<file path="config.mk">
export PLATFORM = sky130hd
export DESIGN_NAME = lz4d_ram
export DESIGN_NICKNAME = d
export VERILOG_FILES = /design/src/design/lz4d_ram.sv
export SDC_FILE = /design/constraint.sdc
export NUM_CORES = 2
export LEC_CHECK = 0
export BUFFER_PORTS_ARGS = -buffer_cell sky130_fd_sc_hd__buf_2
export CORE_MARGIN = 2
export CORE_UTILIZATION = 60
export CTS_BUF_LIST = sky130_fd_sc_hd__clkbuf_4 sky130_fd_sc_hd__clkbuf_8
export DETAILED_ROUTE_END_ITERATION = 10
export PLACE_DENSITY = 0.74
export SLEW_MARGIN = 20
export SYNTH_ARGS = -nofsm -noshare
export SYNTH_HDL_FRONTEND = slang
export SYNTH_SLANG_ARGS = --single-unit
</file>
<file path="constraint.sdc">
create_clock -name clk_i -period 4.6 [get_ports clk_i]
set_input_delay 0.23 -clock clk_i [delete_from_list [all_inputs] [get_ports clk_i]]
set_output_delay 0.23 -clock clk_i [all_outputs]
set_load 0.01 [all_outputs]
</file>
<file path="src/design/lz4d_ram.sv">
module lz4d_ram #(
  parameter int unsigned WIDTH = 8,
  parameter int unsigned DEPTH = 256
) (
  input  logic                     clk_i,
  input  logic                     we_i,
  input  logic [$clog2(DEPTH)-1:0] waddr_i,
  input  logic [WIDTH-1:0]         wdata_i,
  input  logic                     re_i,
  input  logic [$clog2(DEPTH)-1:0] raddr_i,
  output logic [WIDTH-1:0]         rdata_o
);

  logic [WIDTH-1:0] mem_q [DEPTH];
  logic [WIDTH-1:0] rdata_q;

  always_ff @(posedge clk_i) begin
    if (we_i) begin
      mem_q[waddr_i] <= wdata_i;
    end
    if (re_i) begin
      rdata_q <= mem_q[raddr_i];
    end
  end

  assign rdata_o = rdata_q;

endmodule

</file>
; Word level (Yosys, flattened, before mapping)
; Memories as Yosys holds them, arrays and structs flattened. A register that Yosys moved wholly into a read port is not among the register bits.
; Cells that the tools add are included.
[totals]
mem_bits_rw = 2048
inputBits = 27
n_memories = 1
register_bits = 0
output_inout_bits = 8
elab_cells = 3
[classes]
muxes = 2
[mem_list]
columns = name, words, width, read_ports, rd_ports_with_merged_regs, write_ports, line
row1 = mem_q, 256, 8, 1, 1, 1, 14  ; logic [WIDTH-1:0] mem_q [DEPTH];
[op_table]
columns = operator, count
row1 = 1-bit 2-to-1 mux, 2

; Longest topological paths before layout
[logic_depth]
word_depth = 2
ltp_mapped = 11
depth_no_buf = 6

; Worst setup path after synthesis
; No wires, ideal clock.
[synth_path]
path_kind = in2reg
startpoint = input raddr_i[0]
endpoint = register rdata_q[2] (netlist: rdata_o[2]) (read register of mem_q) (data pin)
path_slack_ns = 2.294
n_path_buf = 4
setup_ns = 0.269
arrival_ns = 2.037
path_stages = 9
t_required_ns = 4.331
path_cell_list = buf_6 -> buf_12 -> buf_8 -> buf_2 -> mux4_2 -> a22oi_1 -> a21oi_1 -> nor4_1 -> nor4_2
[synth_rtl]
columns = item, line
row1 = from (decl), 10  ; input logic [$clog2(DEPTH)-1:0] raddr_i,
row2 = to (decl), 15  ; logic [WIDTH-1:0] rdata_q;

==> impl_metrics.csv <==
group,metric,value,unit
placement,place.gp.congestion,0.8698,
floorplan,num_rows,133,
outcome,status,"completed",
final_layout,final_util,0.6702,
power,p_int,29.26,mW
route,wire_per_inst,31.78,um
worst_setup_path,required,5.30,ns
power,total_leakage_power,27.45,nW
worst_setup_path,r2r_start,"mem_q[209][3]",
worst_setup_path,path_buf_inv,0,
route,vias_per_cell,6.647,
clocking,cts_resized,0,
yosys,ys_types,54,
worst_setup_path,end_kind,"flop",
final_layout,synthToLayoutAreaGrowth,10.77,%
final_layout,final_cells,6006,
power,power_density,423.3,nW/um^2
run,cap_violations,0,
worst_setup_path,crit_family,"simple AND/OR/NAND/NOR gates",
sta,rsz0062_at_grt,"no",
worst_setup_path,arrival,3.87,ns
route,wl,190.9,mm
yosys,yosysMostFrequentCell,"edfxtp_1",
sta,slew_headroom,0.1931,
global_routing,antenna_found_initial,10,
sta,finalMaxSlewViolations,0,
power,sw_frac_of_total,0.2164,
final_layout,fillers,8178,
clocking,clk_pin_slew,0.06,ns
sta,fin_setup_tns,0,ns
global_routing,grt_overflow_total,0,
floorplan,coreArea,131600,um^2
worst_setup_path,crit_chain,"mux4_2, a22o_1, a221oi_1, o32ai_1, nor3_1, nor4_1",
sta,finalSetupViolations,0,
clocking,h-tree-depth,5,
power,p_clk_frac,0.396,
worst_setup_path,max_stage_delay,0.94,ns
yosys,synth_top_area_cell,"edfxtp_1",
yosys,postSynthAreaPerCell,21.33,um^2
global_routing,grt_pass1_vias,40200,
yosys,synthesis.nets,3760,
yosys,ys_async_sr_fraction,0,
min_path,hold_path_class,"in -> reg",
route,drc,0,
worst_setup_path,cp-start-kind,"flop",
sta,period_share,0.6897,
final_layout,register_area,61740,um^2
sta,skew,0.05590,ns
final_layout,layout.nets,4032,
sta,max_freq,315.2,MHz
route,drtIter0Drc,5367,
route,ant_nets,0,
clocking,clock_latency,1.01,ns
yosys,mappedNetlistArea,79640,um^2
min_path,hp-start,"wdata_i[5]",
floorplan,die_area,135700,um^2
worst_setup_path,path_class,"reg -> reg",
sta,period_minus_slack,3.173,ns
yosys,synth_commonest_cells,"2056 x edfxtp_1, 454 x mux4_2, 282 x nor2_1",
yosys,synth_top_area_share,0.7753,
worst_setup_path,slowest_stage,"nor3_1",
yosys,synth_area_leaders,"edfxtp_1 78%, mux4_2 13%, mux2i_1 1.7%, nor2_1 1.3%, a22oi_1 1.3%",
yosys,synth_ff_type,"edfxtp_1",
final_layout,layout-drive-gt1-share,0.2642,
yosys,seq_area_frac_synth,0.7753,
final_layout,multi_input_area,16500,um^2
yosys,ys_ff_latch,2056,
power,power.switching,8.079,mW
placement,place_area,81930,um^2
global_routing,grt_max_degree,152,
yosys,synth_edf_count,2056,
placement,port_buffers,34,
power,combPwrFrac,0.050,
clocking,cts_made_buffers,326,
floorplan,io_pins,35,
route,vias,39920,
worst_setup_path,cp_max_fo,1,
route,detail_route.first_pass.iterations,6,
power,peakVddDrop,0.3427,mV
global_routing,grt_pass1_wl,277.1,mm
floorplan,chipWidth,368.3,um
clocking,cts.path.max_buffers,4,
yosys,ys_warn_count,0,
floorplan,initial_core_util,0.6050,
clocking,numClockSinks,2056,
placement,hpwl,113.5,mm
power,seq_power_share,0.554,
sta,hold_violations,0,
floorplan,fp.dieH,368.3,um
final_layout,finish.instance_area,88210,um^2
sta,worst_pin_slew,1.201,ns
clocking,cts_tree,"yes",
sta,final.setup.worst_slack,1.427,ns
placement,pre_cts_slack,0.5456,ns
worst_setup_path,cp-startpoint,"mem_q[209][3]",
placement,placed_cells_incl_taps,5418,
clocking,cts-root-buf,"clkbuf_8",
yosys,netlist_instances,3733,
global_routing,groute.usage.overall,0.2849,
-- layer usage --
metal  share of wire  vias up  global-route usage
li1                -    16300                   -
met5        0.000058        -                   0
met4           0.042        2              0.1203
met1            0.38    20800              0.4007
met2            0.48     2360              0.4395
met3            0.10      456             0.06282
-- final timing paths --
kind              slack (ns)  depth (start not counted)           end
setup reg to reg        1.43                          6    rdata_o[3]
hold reg to reg         1.09                          5    rdata_o[6]
hold / removal          0.04                          1  mem_q[69][5]
setup / recovery        1.43                          6    rdata_o[3]
-- cell families (layout without fill, tap and decap cells) --
| family | count (synthesis) | in the layout | share of synthesized area |
|---|---|---|---|
| compound gates | 385 | 385 | 0.03416 |
| buf+inv | 235 | 742 | 0.01829 |
| flops | 2056 | 2056 | 0.7753 |
| mux | 591 | 591 | 0.1460 |
| other cells | 0 | 11 | 0 |
| simple gates | 466 | 466 | 0.02625 |
-- worst register-to-register path: cells and delay by family, from the launching register on --
family	cells	cell delay (ns)
multiplexers	1	0.47
AO/OA/AOI/OAI	3	0.96
flip-flops	1	0.37
AND/OR/NAND/NOR	2	1.07
-- registers in the layout, summed over array words and instances (netlist names) --
signal and count:
mem_q 2048, rdata_o 8
-- layout by cell type, fill, tap and decap left out, drive strengths merged, types with 10 or more instances in the layout --
master,instances
a22oi,133
dlygate4sd3,13
nor4,27
clkbuf,440
buf,156
nand3,34
edfxtp,2056
o211ai,10
a21oi,96
nor2b,31
nand4,10
o221ai,47
clkinv,117
o22ai,28
nand2,33
o21ai,12
nor3,22
a211oi,16
nor2,282
a221oi,14
mux2i,134
mux4,456
diode,11
-- per-stage QoR --
| stage | total power [mW] | hold WS (ns) |
|---|---|---|
| 2_1_floorplan | 22.08 | 0.3289 |
| 5_1_grt | 38.33 | 0.06781 |
| 3_3_place_gp | 22.88 | 0.6981 |
| 3_5_place_dp | 22.91 | 0.6967 |
| 6_report | 37.34 | 0.03893 |
| 4_1_cts | 37.49 | 0.04711 |
-- repair_timing --
| action | 4_1_cts | 5_1_grt |
|---|---|---|
| endpoints found under the hold margin | 464 | 45 |
| buffers inserted | 0 | 0 |
| hold buffers | 12 | 1 |
-- power by group through the flow --
stage                     logic, mW  clock network (mW)  registers [mW]
after floorplan                1.00                   0            21.1
after CTS                      1.83                15.0            20.7
final                          1.85                14.8            20.7
after detailed placement       1.82                   0            21.1
after global placement         1.79                   0            21.1
after global routing           1.93                15.7            20.7
-- cell type report --
| type | count | share of cell area |
|---|---|---|
| Multi-Input combinational cell | 1442 | 0.1870 |
| Clock inverter | 131 | 0.008709 |
| Inverter | 2 | 0.00008510 |
| Sequential cell | 2056 | 0.6999 |
| Clock buffer | 432 | 0.06038 |
| Timing Repair Buffer | 177 | 0.01872 |
| Antenna cell | 11 | 0.0003120 |
| Tap cell | 1755 | 0.02489 |
Power figures use the tool's default switching activity.
