$ cat config.mk
export PLATFORM = sky130hd
export DESIGN_NAME = lz4d_out_stage_flat
export DESIGN_NICKNAME = d
export VERILOG_FILES = /design/src/design/lz4d_pkg.sv /design/src/design/lz4d_out_if.sv /design/src/design/lz4d_out_stage.sv /design/src/flat_wrapper.sv
export SDC_FILE = /design/constraint.sdc
export NUM_CORES = 1
export LEC_CHECK = 0
export BUFFER_PORTS_ARGS = -buffer_cell sky130_fd_sc_hd__buf_2
export CORE_MARGIN = 5
export CORE_UTILIZATION = 48
export CTS_BUF_LIST = sky130_fd_sc_hd__clkbuf_2 sky130_fd_sc_hd__clkbuf_4 sky130_fd_sc_hd__clkbuf_8
export DETAILED_ROUTE_END_ITERATION = 16
export PLACE_DENSITY = 0.91
export SLEW_MARGIN = 5
export SYNTH_ARGS = -nofsm -noshare
export SYNTH_HDL_FRONTEND = slang
export SYNTH_SLANG_ARGS = --single-unit
$ cat constraint.sdc
create_clock -name clk_i -period 2.45 [get_ports clk_i]
set_input_delay 0.245 -clock clk_i [delete_from_list [all_inputs] [get_ports clk_i]]
set_output_delay 0.245 -clock clk_i [all_outputs]
set_load 0.01 [all_outputs]
$ cat src/design/lz4d_pkg.sv
package lz4d_pkg;

  localparam int unsigned HIST_DEPTH = 65536;
  localparam int unsigned HIST_AW    = $clog2(HIST_DEPTH);
  localparam int unsigned LEN_W      = 17;

  localparam logic [LEN_W-1:0] HIST_DEPTH_L = LEN_W'(HIST_DEPTH);
  localparam logic [LEN_W-1:0] LEN_MAX      = '1;

  // commands
  localparam logic [1:0] CMD_BYTE    = 2'd0;
  localparam logic [1:0] CMD_TICK    = 2'd1;
  localparam logic [1:0] CMD_RESTART = 2'd2;
  localparam logic [1:0] CMD_RSVD    = 2'd3;

  // status / outcome
  localparam logic [1:0] ST_RUNNING  = 2'd0;
  localparam logic [1:0] ST_FINISHED = 2'd1;
  localparam logic [1:0] ST_ERROR    = 2'd2;
  localparam logic [1:0] ST_REFUSED  = 2'd3;

  // parse phases
  localparam logic [2:0] PH_TOKEN     = 3'd0;
  localparam logic [2:0] PH_LIT_EXT   = 3'd1;
  localparam logic [2:0] PH_LITERALS  = 3'd2;
  localparam logic [2:0] PH_OFF_LO    = 3'd3;
  localparam logic [2:0] PH_OFF_HI    = 3'd4;
  localparam logic [2:0] PH_MATCH_EXT = 3'd5;
  localparam logic [2:0] PH_COPY      = 3'd6;

  typedef struct packed {
    logic               emit;
    logic               tick;
    logic [7:0]         lit;
    logic [HIST_AW-1:0] wr_addr;
    logic [HIST_AW-1:0] rd_addr;
    logic [1:0]         status;
    logic               need_tick;
  } step_t;

  function automatic logic [LEN_W-1:0] sat_add(logic [LEN_W-1:0] a, logic [7:0] b);
    logic [LEN_W:0] s;
    s = {1'b0, a} + {{(LEN_W-7){1'b0}}, b};
    return s[LEN_W] ? LEN_MAX : s[LEN_W-1:0];
  endfunction

endpackage

$ cat src/design/lz4d_out_if.sv
interface lz4d_out_if;
  logic       valid;
  logic       ready;
  logic       out_valid;
  logic [7:0] out_byte;
  logic [1:0] status;
  logic       need_tick;

  modport source (output valid, out_valid, out_byte, status, need_tick, input ready);
  modport sink   (input valid, out_valid, out_byte, status, need_tick, output ready);
endinterface

$ cat src/design/lz4d_out_stage.sv
module lz4d_out_stage import lz4d_pkg::*; (
  input  logic               clk_i,
  input  logic               rst_ni,
  input  logic               accept_i,
  input  step_t              step_i,
  output logic               free_o,
  input  logic [7:0]         rdata_i,
  output logic               we_o,
  output logic [HIST_AW-1:0] waddr_o,
  output logic [7:0]         wdata_o,
  lz4d_out_if.source         out_o
);

  logic               valid_q;
  logic               emit_q;
  logic               tick_q;
  logic [7:0]         lit_q;
  logic [HIST_AW-1:0] waddr_q;
  logic [1:0]         status_q;
  logic               need_q;
  logic               hit_q, hit_d;
  logic [7:0]         fwd_q;
  logic [7:0]         s1_byte;
  logic               fire;

  assign fire   = valid_q && out_o.ready;
  assign free_o = !valid_q || out_o.ready;

  // a tick may read the entry the previous item writes this cycle
  assign s1_byte = tick_q ? (hit_q ? fwd_q : rdata_i) : lit_q;
  assign hit_d   = valid_q && emit_q && (step_i.rd_addr == waddr_q);

  assign we_o    = fire && emit_q;
  assign waddr_o = waddr_q;
  assign wdata_o = s1_byte;

  assign out_o.valid     = valid_q;
  assign out_o.out_valid = emit_q;
  assign out_o.out_byte  = emit_q ? s1_byte : 8'h00;
  assign out_o.status    = status_q;
  assign out_o.need_tick = need_q;

  always_ff @(posedge clk_i or negedge rst_ni) begin
    if (!rst_ni) begin
      valid_q <= 1'b0;
    end else if (accept_i) begin
      valid_q <= 1'b1;
    end else if (fire) begin
      valid_q <= 1'b0;
    end
  end

  always_ff @(posedge clk_i) begin
    if (accept_i) begin
      emit_q   <= step_i.emit;
      tick_q   <= step_i.tick;
      lit_q    <= step_i.lit;
      waddr_q  <= step_i.wr_addr;
      status_q <= step_i.status;
      need_q   <= step_i.need_tick;
      hit_q    <= hit_d;
      fwd_q    <= s1_byte;
    end
  end

endmodule
$ cat src/flat_wrapper.sv
// flat-port wrapper written by rule: the top's interface ports become plain ports
module lz4d_out_stage_flat import lz4d_pkg::*;
  (clk_i, rst_ni, accept_i, step_i, free_o, rdata_i, we_o, waddr_o, wdata_o, out_o_valid, out_o_out_valid, out_o_out_byte, out_o_status, out_o_need_tick, out_o_ready);
  lz4d_out_if out_o_i ();
  input  logic clk_i;
  input  logic rst_ni;
  input  logic accept_i;
  input  step_t step_i;
  output logic free_o;
  input  logic [7:0] rdata_i;
  output logic we_o;
  output logic [HIST_AW-1:0] waddr_o;
  output logic [7:0] wdata_o;
  output wire logic [$bits(out_o_i.valid)-1:0] out_o_valid;
  output wire logic [$bits(out_o_i.out_valid)-1:0] out_o_out_valid;
  output wire logic [$bits(out_o_i.out_byte)-1:0] out_o_out_byte;
  output wire logic [$bits(out_o_i.status)-1:0] out_o_status;
  output wire logic [$bits(out_o_i.need_tick)-1:0] out_o_need_tick;
  input wire logic [$bits(out_o_i.ready)-1:0] out_o_ready;
  assign out_o_valid = out_o_i.valid;
  assign out_o_out_valid = out_o_i.out_valid;
  assign out_o_out_byte = out_o_i.out_byte;
  assign out_o_status = out_o_i.status;
  assign out_o_need_tick = out_o_i.need_tick;
  assign out_o_i.ready = out_o_ready;
  lz4d_out_stage u_core (.clk_i(clk_i), .rst_ni(rst_ni), .accept_i(accept_i), .step_i(step_i), .free_o(free_o), .rdata_i(rdata_i), .we_o(we_o), .waddr_o(waddr_o), .wdata_o(wdata_o), .out_o(out_o_i));
endmodule
# Yosys cells after proc, flatten, opt, wreduce, memory -nomap -nowiden
# Cells that the tools add are included.
[totals] ff_bits=39 inputBits=57 output_inout_bits=39 elab_cells=22
[classes] n_eq_ne=1 mux=5 reduce_logical=7
[op_table] operator="$mux W8" n=3
[op_table] operator="$eq A16 B16 Y1" n=1
[op_table] operator="$logic_and A1 B1 Y1" n=4
[op_table] operator="$mux W1" n=2
[op_table] operator="$reduce_bool A2 Y1" n=1
[op_table] operator="$logic_not A1 Y1" n=1
[op_table] operator="$logic_or A1 B1 Y1" n=1

# Depth between registers and ports, before layout
[depth] depth_word=3 mapped_depth=5

# Least setup slack after synthesis
# No wires, ideal clock.
[synth_timing] path_type="reg2out" start="register u_core.tick_q" end="output port out_o_out_byte[4]" arrival_ns=1.166 required_time_ns=2.205 slack_ns=1.039 path_stages_with_launch=6 n_path_buf=2 cell_sequence="edfxtp_1 -> clkbuf_2 -> buf_2 -> nor2_1 -> a21oi_1 -> and2_1"
[synth_between] elab_chain_len=2
[synth_rtl] item="start, declared" line_no="lz4d_out_stage.sv:16" text="logic tick_q;"
[synth_rtl] item="start signal, assigned" line_no="lz4d_out_stage.sv:56" text="tick_q <= step_i.tick;"
[synth_rtl] item="$mux W8" line_no="lz4d_out_stage.sv:30" text="assign s1_byte = tick_q ? (hit_q ? fwd_q : rdata_i) : lit_q;"
[synth_rtl] item="net wdata_o[4]" line_no="flat_wrapper.sv:13" text="output logic [7:0] wdata_o;"
[synth_rtl] item="$mux W8" line_no="lz4d_out_stage.sv:39" text="assign out_o.out_byte = emit_q ? s1_byte : 8'h00;"
[synth_rtl] item="end, declared" line_no="flat_wrapper.sv:16" text="output wire logic [$bits(out_o_i.out_byte)-1:0] out_o_out_byte;"
# The timed path passes the listed nets, and every way through them passes these cells.

# Worst setup path after layout
[layout_timing] start="register u_core.hit_q" end="output port out_o_out_byte[6]"
[layout_between] elab_chain_len=3
[layout_rtl] item="start, declared" line_no="lz4d_out_stage.sv:21" text="logic hit_q, hit_d;"
[layout_rtl] item="start signal, assigned" line_no="lz4d_out_stage.sv:61" text="hit_q <= hit_d;"
[layout_rtl] item="$mux W8 (2 in series)" line_no="lz4d_out_stage.sv:30"
[layout_rtl] item="$mux W8" line_no="lz4d_out_stage.sv:39"
# No other way between the ends.

==> results by group <==
Clock network
  • Number of H-tree levels: 2
  • Clock buffer count from CTS: 5
  • Clock slew at reported path FFs: 110 ps
  • Post-CTS Setup Bufs: 0
  • Clk root buf: clkbuf_4
  • Clock latency on the worst-skew pair: 330 ps
  • CTS max path bufs: 2
  • Clock Sinks: 39
  • CTS tree: done

Yosys
  • Post-synth top area share: 0.720
  • Synth unique cells: 17
  • Mux contribution to synthesized area: 0.0505
  • Cell Area, Synth: 1590 sq um
  • Synth Area in Compound Gates: 0.0253
  • Adder-Cell Fraction of Synth Area: 0
  • Seq cells post-synth: 39
  • Syn Nets: 156
  • Syn. warnings: 0
  • Syn Area/Cell: between 15 and 20 sq um
  • Gate Count Post-Synth: 99
  • Cell taking the most area after synthesis: edfxtp_1
  • Xor/xnor cell area share of the yosys netlist: 0.0884
  • Area contributors post-synth: edfxtp_1, xnor2_1, mux2i_1, and2_1, a21oi_1
  • Largest family of logic cells by synthesized area: simple AND/OR/NAND/NOR gates
  • Synth Area in Simple Gates: 0.0892
  • Register area share after synthesis: 0.736

Global routing
  • Pin count of the biggest net entering global routing: 40
  • Antenna violations before repair: 0
  • Total track usage: 0.155
  • Vias in the first global route: 1146
  • Global route overflow: 0
  • First-pass GRT wire length: 5.04 mm

Finish
  • Most frequent cells in the layout: buf_2, edfxtp_1, xnor2_1
  • Commonest non-fill, non-tap cell in the layout: buf_2
  • Layout cell share with drive strength beyond 1: 0.520
  • Nets: between 200 and 300
  • Antenna diodes: 0
  • Area grow syn2layout: 36.8%
  • Number of fill cells in the layout: 264
  • Fin util: 0.699

Critical path
  • Crit path max-delay cell type: edfxtp_1
  • Critical path cell sequence: mux2i_1 -> a21oi_1 -> and2_1 -> buf_2
  • Crit path largest cell delay: 590 ps
  • Startpoint types: register
  • Critical path peak fanout: 8
  • R2R cell count: 4
  • Arrival time worst endpoint: 1630 ps
  • RR Startpoint: u_core.waddr_o[9]
  • Worst path bufs/invs: 1
  • CP delay by family, top: flip-flops
  • Crit Path Class: register to output port
  • R2R Setup Slk: 880 ps
  • Critical Path RT: 2200 ps
  • Worst setup EP type: output port
  • Reg2reg end: u_core.hit_q

Power and ir drop
  • Design Power: ~1.4 mW
  • Peak supply drop: around 390 uV
  • Leakage: 0.941 nW
  • Power per cell area: 632 nW/um^2

STA
  • Fmax: 533 MHz
  • Final hold vios: 0
  • Setup Skew: around 14 ps
  • Fin crit period: approximately 1900 ps
  • Final Max Tran Viols: 0
  • Max-slew headroom: 0.461
  • Fin crit share: 0.766
  • RSZ-0062 raised after global routing: no
  • Slew @ Worst Pin: ~810 ps
  • Final setup vio count: 0
  • Setup TNS Final: 0 ps

Placement
  • Port Buf Inserts: between 90 and 100
  • Routability cong.: 0.761
  • DP Wirelength: 2.79 mm

Detailed routing
  • Via count: approximately 1.1k
  • DR iter-0 viols: 39
  • DRC viols: 0
  • DR WL/cell: around 14 microns
  • TritonRoute pass-1 iters: 4
  • Final wirelength: ~3.5 mm
  • Post-DRT Antenna Nets: 0
  • Drt via density: approximately 4.7

Floorplan
  • Ports: 96
  • Core Rows: 20
  • Starting Density: 0.511
  • Core ar.: 3100 sq um
  • Chip Width: 67.5 microns
  • Die ar.: 4550 sq um
  • Chip Height: 67.5 microns

Hold path
  • Hold wc startpoint: step_i[38]
  • Hold Path Sink: u_core.lit_q[3]
  • Hold depth: 1
  • Worst hold path class: input pin to register

Outcome
  • Outcome: finished, final reports clean

Job
  • Max cap viols: 0
## worst register-to-register path, stage by stage (launching register included)
cell      delay [ps]
edfxtp_1         410
xor2_1           170
nor4_1           360
nand4_1          190
nor4_2           260
## routing by layer
metal  track usage  up-vias  routed length [microns]
met5             0        -                        0
met4        0.0835        0                       58
met3        0.0316        5                      180
met2         0.298       41                     2010
met1         0.152      527                     1200
li1              -      564                        -
## flip-flops by register name (all words and copies together), names as in the netlist
name / cells
u_core.waddr_o: 16
u_core.fwd_q: 8
u_core.lit_q: 8
u_core.out_o.status: 2
u_core.hit_q: 1
u_core.out_o.need_tick: 1
u_core.out_o.out_valid: 1
u_core.out_o.valid: 1
u_core.tick_q: 1
## cell usage after synthesis, drive strengths merged
cell type,n
and3,1
nor4,2
xnor2,12
and2,8
nand2b,2
xor2,4
a21oi,8
mux2i,8
dfrtp,1
nand4,3
clkbuf,1
nor2,8
buf,2
edfxtp,38
nand3,1
## worst max-delay path by stage
stage / startpoint / end / slack [ps] / cells after the start
after global routing: u_core.tick_q / out_o_out_byte[0] / 440 / 4
after CTS: u_core.hit_q / out_o_out_byte[6] / 560 / 4
after global placement: u_core.waddr_o[9] / u_core.hit_q / 950 / 4
after detailed placement: u_core.waddr_o[9] / u_core.hit_q / 870 / 4
final: u_core.hit_q / out_o_out_byte[6] / 570 / 4
after floorplan: u_core.tick_q / out_o_out_byte[4] / 1040 / 5
## what timing repair did
action                                 in CTS  in global routing
gates resized for setup                     0                  0
hold buffers                                1                  0
endpoints found under the hold margin       1                  0
## area by class of cell
cell class | instances | area, sq um | share of cell area
clock buffers | 8 | 60.1 | 0.0277
multi-input cells | 57 | 402 | 0.185
flip-flops and latches | 39 | 1170 | 0.538
well taps | 44 | 55.1 | 0.0254
repair buffers | 96 | 485 | 0.224
## stage by stage
stage	cells	instance area, sq um	hold WS (ps)	setup slack (ps)
2_1_floorplan	99	1590	-50.6	1040
3_3_place_gp	235	2100	19.7	950
3_5_place_dp	235	2100	20.7	873
4_1_cts	244	2170	64.4	558
5_1_grt	244	2170	60.1	438
6_report	244	2170	82.4	572
## report_power, final
group	switching, mW	internal [mW]	total (mW)
Clock	0.179	0.148	0.327
Sequential	0.0321	0.793	0.825
Combinational	0.108	0.110	0.218
Total	0.319	1.05	1.37
## logic make-up after synthesis
kind of cell,after synthesis
xor gates and xnor gates,16
AOI/OAI and AO/OA,8
DFF,39
and+or+nand+nor,25
buffers and inverters,3
muxes,8
Note: power is estimated with default switching activity, not from simulation.
