==> src/design/lz4d_pkg.sv <==
package lz4d_pkg;

  localparam int unsigned HIST_DEPTH = 65536;
  localparam int unsigned HIST_AW    = $clog2(HIST_DEPTH);
  localparam int unsigned LEN_W      = 17;

  localparam logic [LEN_W-1:0] HIST_DEPTH_L = LEN_W'(HIST_DEPTH);
  localparam logic [LEN_W-1:0] LEN_MAX      = '1;

  // commands
  localparam logic [1:0] CMD_BYTE    = 2'd0;
  localparam logic [1:0] CMD_TICK    = 2'd1;
  localparam logic [1:0] CMD_RESTART = 2'd2;
  localparam logic [1:0] CMD_RSVD    = 2'd3;

  // status / outcome
  localparam logic [1:0] ST_RUNNING  = 2'd0;
  localparam logic [1:0] ST_FINISHED = 2'd1;
  localparam logic [1:0] ST_ERROR    = 2'd2;
  localparam logic [1:0] ST_REFUSED  = 2'd3;

  // parse phases
  localparam logic [2:0] PH_TOKEN     = 3'd0;
  localparam logic [2:0] PH_LIT_EXT   = 3'd1;
  localparam logic [2:0] PH_LITERALS  = 3'd2;
  localparam logic [2:0] PH_OFF_LO    = 3'd3;
  localparam logic [2:0] PH_OFF_HI    = 3'd4;
  localparam logic [2:0] PH_MATCH_EXT = 3'd5;
  localparam logic [2:0] PH_COPY      = 3'd6;

  typedef struct packed {
    logic               emit;
    logic               tick;
    logic [7:0]         lit;
    logic [HIST_AW-1:0] wr_addr;
    logic [HIST_AW-1:0] rd_addr;
    logic [1:0]         status;
    logic               need_tick;
  } step_t;

  function automatic logic [LEN_W-1:0] sat_add(logic [LEN_W-1:0] a, logic [7:0] b);
    logic [LEN_W:0] s;
    s = {1'b0, a} + {{(LEN_W-7){1'b0}}, b};
    return s[LEN_W] ? LEN_MAX : s[LEN_W-1:0];
  endfunction

endpackage

==> src/design/lz4d_parser.sv <==
module lz4d_parser import lz4d_pkg::*; (
  input  logic        clk_i,
  input  logic        rst_ni,
  input  logic        accept_i,
  input  logic [1:0]  command_i,
  input  logic [7:0]  in_byte_i,
  input  logic        in_last_i,
  input  logic        cfg_we_i,
  input  logic [15:0] cfg_data_i,
  output step_t       step_o
);

  logic [15:0]      raw_q;
  logic [2:0]       phase_q, phase_d;
  logic [3:0]       nib_q, nib_d;
  logic [LEN_W-1:0] lit_q, lit_d;
  logic [LEN_W-1:0] ml_q, ml_d;
  logic [15:0]      dist_q, dist_d;
  logic [LEN_W-1:0] bw_q, bw_d;
  logic             ended_q, ended_d;
  logic [1:0]       outcome_q, outcome_d;

  logic [LEN_W-1:0] raw_l;
  logic [LEN_W-1:0] room;
  logic [LEN_W-1:0] bw_inc;
  logic [LEN_W-1:0] m4;
  logic [15:0]      dist_new;
  logic [15:0]      src;
  logic             lit_known;
  logic             match_known;
  logic [1:0]       status;

  assign raw_l  = {1'b0, raw_q};
  assign room   = (raw_l > bw_q) ? (raw_l - bw_q) : '0;
  assign bw_inc = bw_q + LEN_W'(1);
  assign src    = bw_q[15:0] - dist_q;
  assign dist_new = {in_byte_i, dist_q[7:0]};

  always_comb begin
    phase_d     = phase_q;
    nib_d       = nib_q;
    lit_d       = lit_q;
    ml_d        = ml_q;
    dist_d      = dist_q;
    bw_d        = bw_q;
    ended_d     = ended_q;
    outcome_d   = outcome_q;
    lit_known   = 1'b0;
    match_known = 1'b0;
    m4          = '0;
    step_o.emit = 1'b0;
    step_o.tick = 1'b0;
    status      = outcome_q;

    if (command_i == CMD_RESTART) begin
      phase_d   = PH_TOKEN;
      nib_d     = '0;
      lit_d     = '0;
      ml_d      = '0;
      dist_d    = '0;
      bw_d      = '0;
      ended_d   = 1'b0;
      outcome_d = ST_RUNNING;
      status    = ST_RUNNING;
    end else if (outcome_q != ST_RUNNING) begin
      status = outcome_q;
    end else if (command_i == CMD_RSVD ||
                 (command_i == CMD_BYTE && phase_q == PH_COPY) ||
                 (command_i == CMD_TICK && phase_q != PH_COPY)) begin
      status = ST_REFUSED;
    end else if (command_i == CMD_BYTE) begin
      unique case (phase_q)
        PH_TOKEN: begin
          nib_d = in_byte_i[3:0];
          lit_d = {{(LEN_W-4){1'b0}}, in_byte_i[7:4]};
          if (in_byte_i[7:4] == 4'hf) begin
            phase_d = PH_LIT_EXT;
            if (in_last_i) outcome_d = ST_ERROR;
          end else begin
            lit_known = 1'b1;
          end
        end
        PH_LIT_EXT: begin
          lit_d = sat_add(lit_q, in_byte_i);
          if (in_byte_i == 8'hff) begin
            if (in_last_i) outcome_d = ST_ERROR;
          end else begin
            lit_known = 1'b1;
          end
        end
        PH_LITERALS: begin
          step_o.emit = 1'b1;
          bw_d  = bw_inc;
          lit_d = lit_q - LEN_W'(1);
          if (lit_q == LEN_W'(1)) begin
            if (in_last_i) begin
              outcome_d = (bw_inc == raw_l) ? ST_FINISHED : ST_ERROR;
            end else begin
              phase_d = PH_OFF_LO;
            end
          end else if (in_last_i) begin
            outcome_d = ST_ERROR;
          end
        end
        PH_OFF_LO: begin
          dist_d  = {8'h00, in_byte_i};
          phase_d = PH_OFF_HI;
          if (in_last_i) outcome_d = ST_ERROR;
        end
        PH_OFF_HI: begin
          dist_d = dist_new;
          if (dist_new == 16'h0000 || {1'b0, dist_new} > bw_q ||
              {1'b0, dist_new} > HIST_DEPTH_L) begin
            outcome_d = ST_ERROR;
          end else if (nib_q == 4'hf) begin
            ml_d    = LEN_W'(15);
            phase_d = PH_MATCH_EXT;
            if (in_last_i) outcome_d = ST_ERROR;
          end else begin
            ml_d        = {{(LEN_W-4){1'b0}}, nib_q};
            match_known = 1'b1;
          end
        end
        PH_MATCH_EXT: begin
          ml_d = sat_add(ml_q, in_byte_i);
          if (in_byte_i == 8'hff) begin
            if (in_last_i) outcome_d = ST_ERROR;
          end else begin
            match_known = 1'b1;
          end
        end
        default: begin
        end
      endcase

      if (lit_known) begin
        if (lit_d > room) begin
          outcome_d = ST_ERROR;
        end else if (lit_d == '0) begin
          if (in_last_i) begin
            outcome_d = (bw_q == raw_l) ? ST_FINISHED : ST_ERROR;
          end else begin
            phase_d = PH_OFF_LO;
          end
        end else if (in_last_i) begin
          outcome_d = ST_ERROR;
        end else begin
          phase_d = PH_LITERALS;
        end
      end

      if (match_known) begin
        m4   = sat_add(ml_d, 8'd4);
        ml_d = m4;
        if (m4 > room) begin
          outcome_d = ST_ERROR;
        end else begin
          ended_d = in_last_i;
          phase_d = PH_COPY;
        end
      end
      status = outcome_d;
    end else begin
      // match copy tick
      step_o.emit = 1'b1;
      step_o.tick = 1'b1;
      bw_d = bw_inc;
      ml_d = ml_q - LEN_W'(1);
      if (ml_q == LEN_W'(1)) begin
        if (ended_q) begin
          outcome_d = (bw_inc == raw_l) ? ST_FINISHED : ST_ERROR;
        end else begin
          phase_d = PH_TOKEN;
        end
      end
      status = outcome_d;
    end

    step_o.lit       = in_byte_i;
    step_o.wr_addr   = bw_q[HIST_AW-1:0];
    step_o.rd_addr   = src[HIST_AW-1:0];
    step_o.status    = status;
    step_o.need_tick = (outcome_d == ST_RUNNING) && (phase_d == PH_COPY);
  end

  always_ff @(posedge clk_i or negedge rst_ni) begin
    if (!rst_ni) begin
      raw_q     <= '0;
      phase_q   <= PH_TOKEN;
      nib_q     <= '0;
      lit_q     <= '0;
      ml_q      <= '0;
      dist_q    <= '0;
      bw_q      <= '0;
      ended_q   <= 1'b0;
      outcome_q <= ST_RUNNING;
    end else begin
      if (cfg_we_i) begin
        raw_q <= cfg_data_i;
      end
      if (accept_i) begin
        phase_q   <= phase_d;
        nib_q     <= nib_d;
        lit_q     <= lit_d;
        ml_q      <= ml_d;
        dist_q    <= dist_d;
        bw_q      <= bw_d;
        ended_q   <= ended_d;
        outcome_q <= outcome_d;
      end
    end
  end

endmodule

==> config.mk <==
export PLATFORM = sky130hd
export DESIGN_NAME = lz4d_parser
export DESIGN_NICKNAME = d
export VERILOG_FILES = /design/src/design/lz4d_pkg.sv /design/src/design/lz4d_parser.sv
export SDC_FILE = /design/constraint.sdc
export NUM_CORES = 1
export LEC_CHECK = 0
export ABC_AREA = 1
export BUFFER_PORTS_ARGS = -buffer_cell sky130_fd_sc_hd__buf_2
export CAP_MARGIN = 5
export CORE_ASPECT_RATIO = 0.8
export CORE_MARGIN = 1.5
export CORE_UTILIZATION = 25
export DETAILED_ROUTE_END_ITERATION = 7
export PLACE_DENSITY = 0.48
export SYNTH_ARGS = -nofsm -noshare
export SYNTH_HDL_FRONTEND = slang
export SYNTH_SLANG_ARGS = --single-unit
==> constraint.sdc <==
create_clock -name clk_i -period 7.1 [get_ports clk_i]
set_input_delay 1.065 -clock clk_i [delete_from_list [all_inputs] [get_ports clk_i]]
set_output_delay 1.065 -clock clk_i [all_outputs]
set_load 0.02 [all_outputs]
### Word-level counts from Yosys, hierarchy flattened

Index checks and enable logic that the tools add are counted.

* register bits after elaboration: 93

* add/sub/neg operators: 8
* magnitude comparators: 5
* equal/unequal tests: 23
* multiplexer cells: 111
* reduce and logical (&&, ||, !) cells: 26

Operator list (count)
* two-way mux 17 bit: 27
* two-way mux 16 bit: 4
* two-way mux 2 bit: 28
* two-way mux 3 bit: 18
* one-hot mux 17 bit (3 select lines): 1
* adder 17 x 8 -> 18 bit: 2
* == test 17 x 1 -> 1 bit (second input constant): 2
* == test 17 x 16 -> 1 bit: 2
* greater-than comparator 16 x 17 -> 1 bit: 2
* greater-than comparator 17 bit: 2
* one-hot mux 17 bit (2 select lines): 1
* subtractor 17 x 1 -> 17 bit (second input constant): 2
* one-hot mux 16 bit (2 select lines): 1
* two-way mux 4 bit: 6
* two-way mux 1 bit: 21
* adder 17 x 3 -> 18 bit (second input constant): 1
* adder 17 x 1 -> 17 bit (second input constant): 1
* greater-than comparator 16 x 17 -> 1 bit (second input constant): 1
* zero test 17 bit: 1
* subtractor 16 x 17 -> 17 bit: 1
* zero test 16 bit: 1
* subtractor 16 bit: 1
* == test 3 bit (second input constant): 4
* one-hot mux 3 bit (4 select lines): 1
* other kinds (22): 42

### Depth between registers and ports, before layout

* word-level depth: 20
* gate-level depth with buffers: 38
* gate-level depth less buffers: 37

### Worst setup path before layout

No wires, ideal clock.

* kind: input to output
* from: input port in_byte_i[2]
* to: output port step_o[0] (netlist name)
* arrival: 4.891 ns
* required time: 6.035 ns
* slack: 1.144 ns
* stages: 34
* path buffers: 1
* cells stage by stage: ha_1 > nand2_1 > inv_1 > o21ai_0 > nand2_1 > a21oi_1 > nand3_1 > nand2_2 > nand2_4 > buf_8 > nand2_1 > nand3_1 > nand3_2 > ha_1 > nand3_2 > nor2_2 > xor2_1 > nand2_1 > ha_1 > a21oi_1 > o21ai_0 > a21oi_1 > nor2_1 > a211oi_1 > o21bai_1 > nand2_1 > inv_1 > o21ai_0 > nand3_1 > nand2_1 > nand2_1 > a21oi_1 > nand3_1 > nor2_1

RTL lines
* start: declaration: line lz4d_parser.sv:6 `input logic [7:0] in_byte_i,`
* end: declaration: line lz4d_parser.sv:10 `output step_t step_o`

==> run summary <==
====================================================================================================
Standard-cell rows                                                                                70
Final worst-path setup slack                                                                0.402 ns
Net total in the final layout                                                                   2022
Cell count after synthesis                                                                      1839
P per Cell Area                                                                           376 nW/um2
Hold WS                                                                                     0.518 ns
Area of the die                                                                            47900 um2
Maximum vdd ir drop                                                                         0.215 mV
Arrival time of data at the critical path endpoint                                           5.63 ns
# hold bufs at CTS                                                                                 0
Area overhead of the layout relative to synthesis                                              11.1%
Post-route core utilization                                                                    28.3%
Static Leakage                                                                               6.43 nW
Core Area                                                                                  45800 um2
Final ANT Viol Nets                                                                                0
Remaining design rule violation count                                                              0
Req. time, crit path                                                                         6.03 ns
Slowest cell delay on critical path                                                          0.37 ns
Crit share post-route                                                                          94.3%
Die W                                                                                         244 um
Worst max-slew margin expressed relative to the limit                                          41.3%
Routed Wire Length                                                                          45700 um
Total number of clock tree sinks                                                                  93
Crit-path max FO                                                                                  13
Share of final-layout standard cells stronger than drive strength 1                            11.4%
Fraction of the yosys area taken by sequential cells                                           20.0%
Critical-path cell with the highest stage delay                                         sky130_fd_sc_hd__nor4_1
Routability cong.                                                                              0.902
Iteration-0 DRC Markers                                                                          976
Synth unique cells                                                                                56
Number of ports placed on the die boundary                                                        76
Crit path launch type                                                                     input port
Final Critical Period                                                                        6.70 ns
Prevailing post-synth register cell                                                     sky130_fd_sc_hd__dfrtp_1
Top area cells in the synthesized netlist                                               sky130_fd_sc_hd__dfrtp_1, sky130_fd_sc_hd__nand2_1, sky130_fd_sc_hd__ha_1
Start point of the critical path                                                        in_byte_i[4]
Achievable Freq                                                                              149 MHz
Worst Setup End Kind                                                                    primary output
Startpoint of the worst register-to-register path                                       phase_q[2]$_DFFE_PN0P_
Vertical extent of the die                                                                    196 um
DP HPWL                                                                                     36600 um
Total inserted antenna cells                                                                       0
# Max-Cap Violations                                                                               0
Setup violations, final                                                                            0
Filler Cell Count                                                                               5174
Category of the most critical setup path                                                input port to primary output
Fraction of registers with async set/reset                                                      100%
Number of global-route vias before repair                                                      11640
Vias per inst                                                                                   4.99
Hold Path Class                                                                         flip-flop to flip-flop
Status                                                                                  finished clean
Multi-input logic area                                                                      8010 um2
Number of pins exceeding their max-slew limit in the final report                                  0
Number of antenna violations at the first check in global routing                                  1
Number of buffers between clock root and the deepest sink                                          2
Buffers on Ports                                                                                  75
Synthesized area per cell                                                                   6.33 um2
Synthesis warning total                                                                            0
DR pass1 iterations                                                                                6
Place WS                                                                                    0.206 ns
CTS Buf Count                                                                                      9
Slew at the pin closest to its max-slew limit                                               0.880 ns
Fin. Hold Viols                                                                                    0
Cell repeated most along the worst path                                                 sky130_fd_sc_hd__nand3_1
Total overflow reported by the global router                                                       0
Final clock skew                                                                           0.0167 ns
Clock-pin slew reported for the worst setup and hold paths after clock tree synthesis        0.07 ns
TritonCTS clock tree                                                                             yes
Mapped Nets                                                                                     1977
Cell area after synthesis                                                                  11600 um2
Maximum number of pins on one net before global-route repair                                      49
Root Buffer                                                                             sky130_fd_sc_hd__clkbuf_16
Portion of synthesized cell area occupied by the leading cell type                             20.0%
Deepest level of the CTS H-tree                                                                    3
Flops & latches, synth                                                                            93
Initial cell density of the core                                                               25.4%
Global-route wire length before repair                                                      70700 um
Total via count in the routed design                                                           12485
Area used by sequential logic in the layout                                                 2330 um2
Global Route Usage Sum                                                                         19.1%
Routed len/inst                                                                              18.3 um
Count of flip-flops with a built-in enable after synthesis                                         0
Insertion delay to the later sink of the worst-skew pair                                     0.39 ns
Post-synthesis cell type with the largest combined area                                 sky130_fd_sc_hd__dfrtp_1
Worst Hold Launch                                                                       ended_q$_DFFE_PN0P_
====================================================================================================
[cells in the mapped netlist, types with 3 or more instances]
cell,number
sky130_fd_sc_hd__nor3_1,24
sky130_fd_sc_hd__nor2_1,164
sky130_fd_sc_hd__nor4_1,11
sky130_fd_sc_hd__clkinv_1,4
sky130_fd_sc_hd__a211oi_1,3
sky130_fd_sc_hd__nand2_4,7
sky130_fd_sc_hd__xnor2_1,11
sky130_fd_sc_hd__o211ai_1,7
sky130_fd_sc_hd__xor2_1,33
sky130_fd_sc_hd__a21o_1,8
sky130_fd_sc_hd__buf_2,15
sky130_fd_sc_hd__clkbuf_1,11
sky130_fd_sc_hd__inv_2,15
sky130_fd_sc_hd__nand3_2,18
sky130_fd_sc_hd__nand3b_1,5
sky130_fd_sc_hd__o21ai_2,3
sky130_fd_sc_hd__o21ai_1,14
sky130_fd_sc_hd__o21ai_0,128
sky130_fd_sc_hd__a31oi_1,9
sky130_fd_sc_hd__o31ai_1,6
sky130_fd_sc_hd__inv_1,244
sky130_fd_sc_hd__or2_2,9
sky130_fd_sc_hd__nor2_4,7
sky130_fd_sc_hd__o22ai_1,34
sky130_fd_sc_hd__ha_1,103
sky130_fd_sc_hd__nand2_1,451
sky130_fd_sc_hd__fa_1,4
sky130_fd_sc_hd__dfrtp_1,93
sky130_fd_sc_hd__a21oi_1,122
sky130_fd_sc_hd__o21bai_1,5
sky130_fd_sc_hd__a21oi_2,4
sky130_fd_sc_hd__nor2_2,9
sky130_fd_sc_hd__nand3_4,3
sky130_fd_sc_hd__buf_4,28
sky130_fd_sc_hd__nand4_1,38
sky130_fd_sc_hd__nand3_1,158
sky130_fd_sc_hd__nand2_2,8
[power breakdown]
group / switching (mW) / internal, mW / total [mW]
clock: 0.264 / 0.298 / 0.561
combinational: 2.27 / 1.14 / 3.41
sequential: 0.232 / 0.664 / 0.897
total: 2.77 / 2.11 / 4.87
[per-layer routing]
metal	track usage, %	share of wire [%]	wire (um)	vias up
met2	29.8	43	19800	388
met3	2.39	5.3	2420	62
met5	0	0.035	16	-
met4	5.28	2.5	1140	2
met1	27.6	49	22300	5860
li1	-	-	-	6173
[state kept, by name, indices dropped and copies added (netlist names)]
register   flops
raw_q         16
outcome_q      2
lit_q         17
ml_q          17
nib_q          4
dist_q        16
bw_q          17
ended_q        1
phase_q        3
[critical path, delay by kind of cell]
family          cells  cell delay [ns]
buf+inv             8             1.14
compound gates      4             0.61
simple gates       18             2.56
fa+ha+maj           1             0.24
[cells in the final DEF (no fill, tap or decap), drive strengths merged, types with 4 or more instances in the layout]
| cell | instances |
|---|---|
| nand2 | 466 |
| inv | 261 |
| nor2 | 181 |
| nand3 | 179 |
| o21ai | 145 |
| a21oi | 126 |
| ha | 103 |
| buf | 94 |
| dfrtp | 93 |
| nand4 | 39 |
| o22ai | 34 |
| xor2 | 33 |
| nor3 | 26 |
| clkbuf | 12 |
| nor4 | 11 |
| xnor2 | 11 |
| a31oi | 9 |
| or2 | 9 |
| a21o | 8 |
| o211ai | 8 |
| o31ai | 6 |
| nand3b | 5 |
| o21bai | 5 |
| clkinv | 5 |
| fa | 4 |
[per-stage QoR]
stage	cell area [um2]	setup TNS (ns)	power (mW)	cells
6_report	12900	0	4.87	2501
5_1_grt	12900	-0.0234	5.33	2501
4_1_cts	12800	0	4.83	2496
3_5_place_dp	12500	0	4.25	2480
3_3_place_gp	12500	0	4.24	2480
2_1_floorplan	11600	0	3.29	1839
[final timing paths]
check | end | slack [ns] | cells after the start
setup / recovery | step_o[0] | 0.40 | 31
min in group asynchronous | dist_q[13]$_DFFE_PN0P_ | 0.70 | 1
max in group asynchronous | ml_q[10]$_DFFE_PN0P_ | 5.19 | 2
hold / removal | ended_q$_DFFE_PN0P_ | 0.52 | 2
setup reg to reg | outcome_q[0]$_DFFE_PN0P_ | 2.05 | 28
hold reg to reg | ended_q$_DFFE_PN0P_ | 0.52 | 2
[cell families (layout without fill, tap and decap cells)]
logic type	count (synthesis)	after routing	share of synthesized area (%)
compound gates	353	353	16.9
xor+xnor	44	44	3.31
fa+ha+maj	107	107	11.8
buf+inv	324	374	12.0
flops	93	93	20.0
mux	2	2	0.193
simple gates	916	916	35.9
[layout make-up]
cell class	count	share of cell area, %
repair buffers	95	4.13
clock inverters	5	0.493
clock buffers	11	1.95
multi-input cells	1422	61.9
well taps	612	5.92
flip-flops and latches	93	18.0
inverters	263	7.66
[timing repair]
action                                  CTS  global route
resized for setup                         0            20
endpoints found under the setup margin    0             3
buffers inserted                          0             5
(Power assumes the default switching activity.)
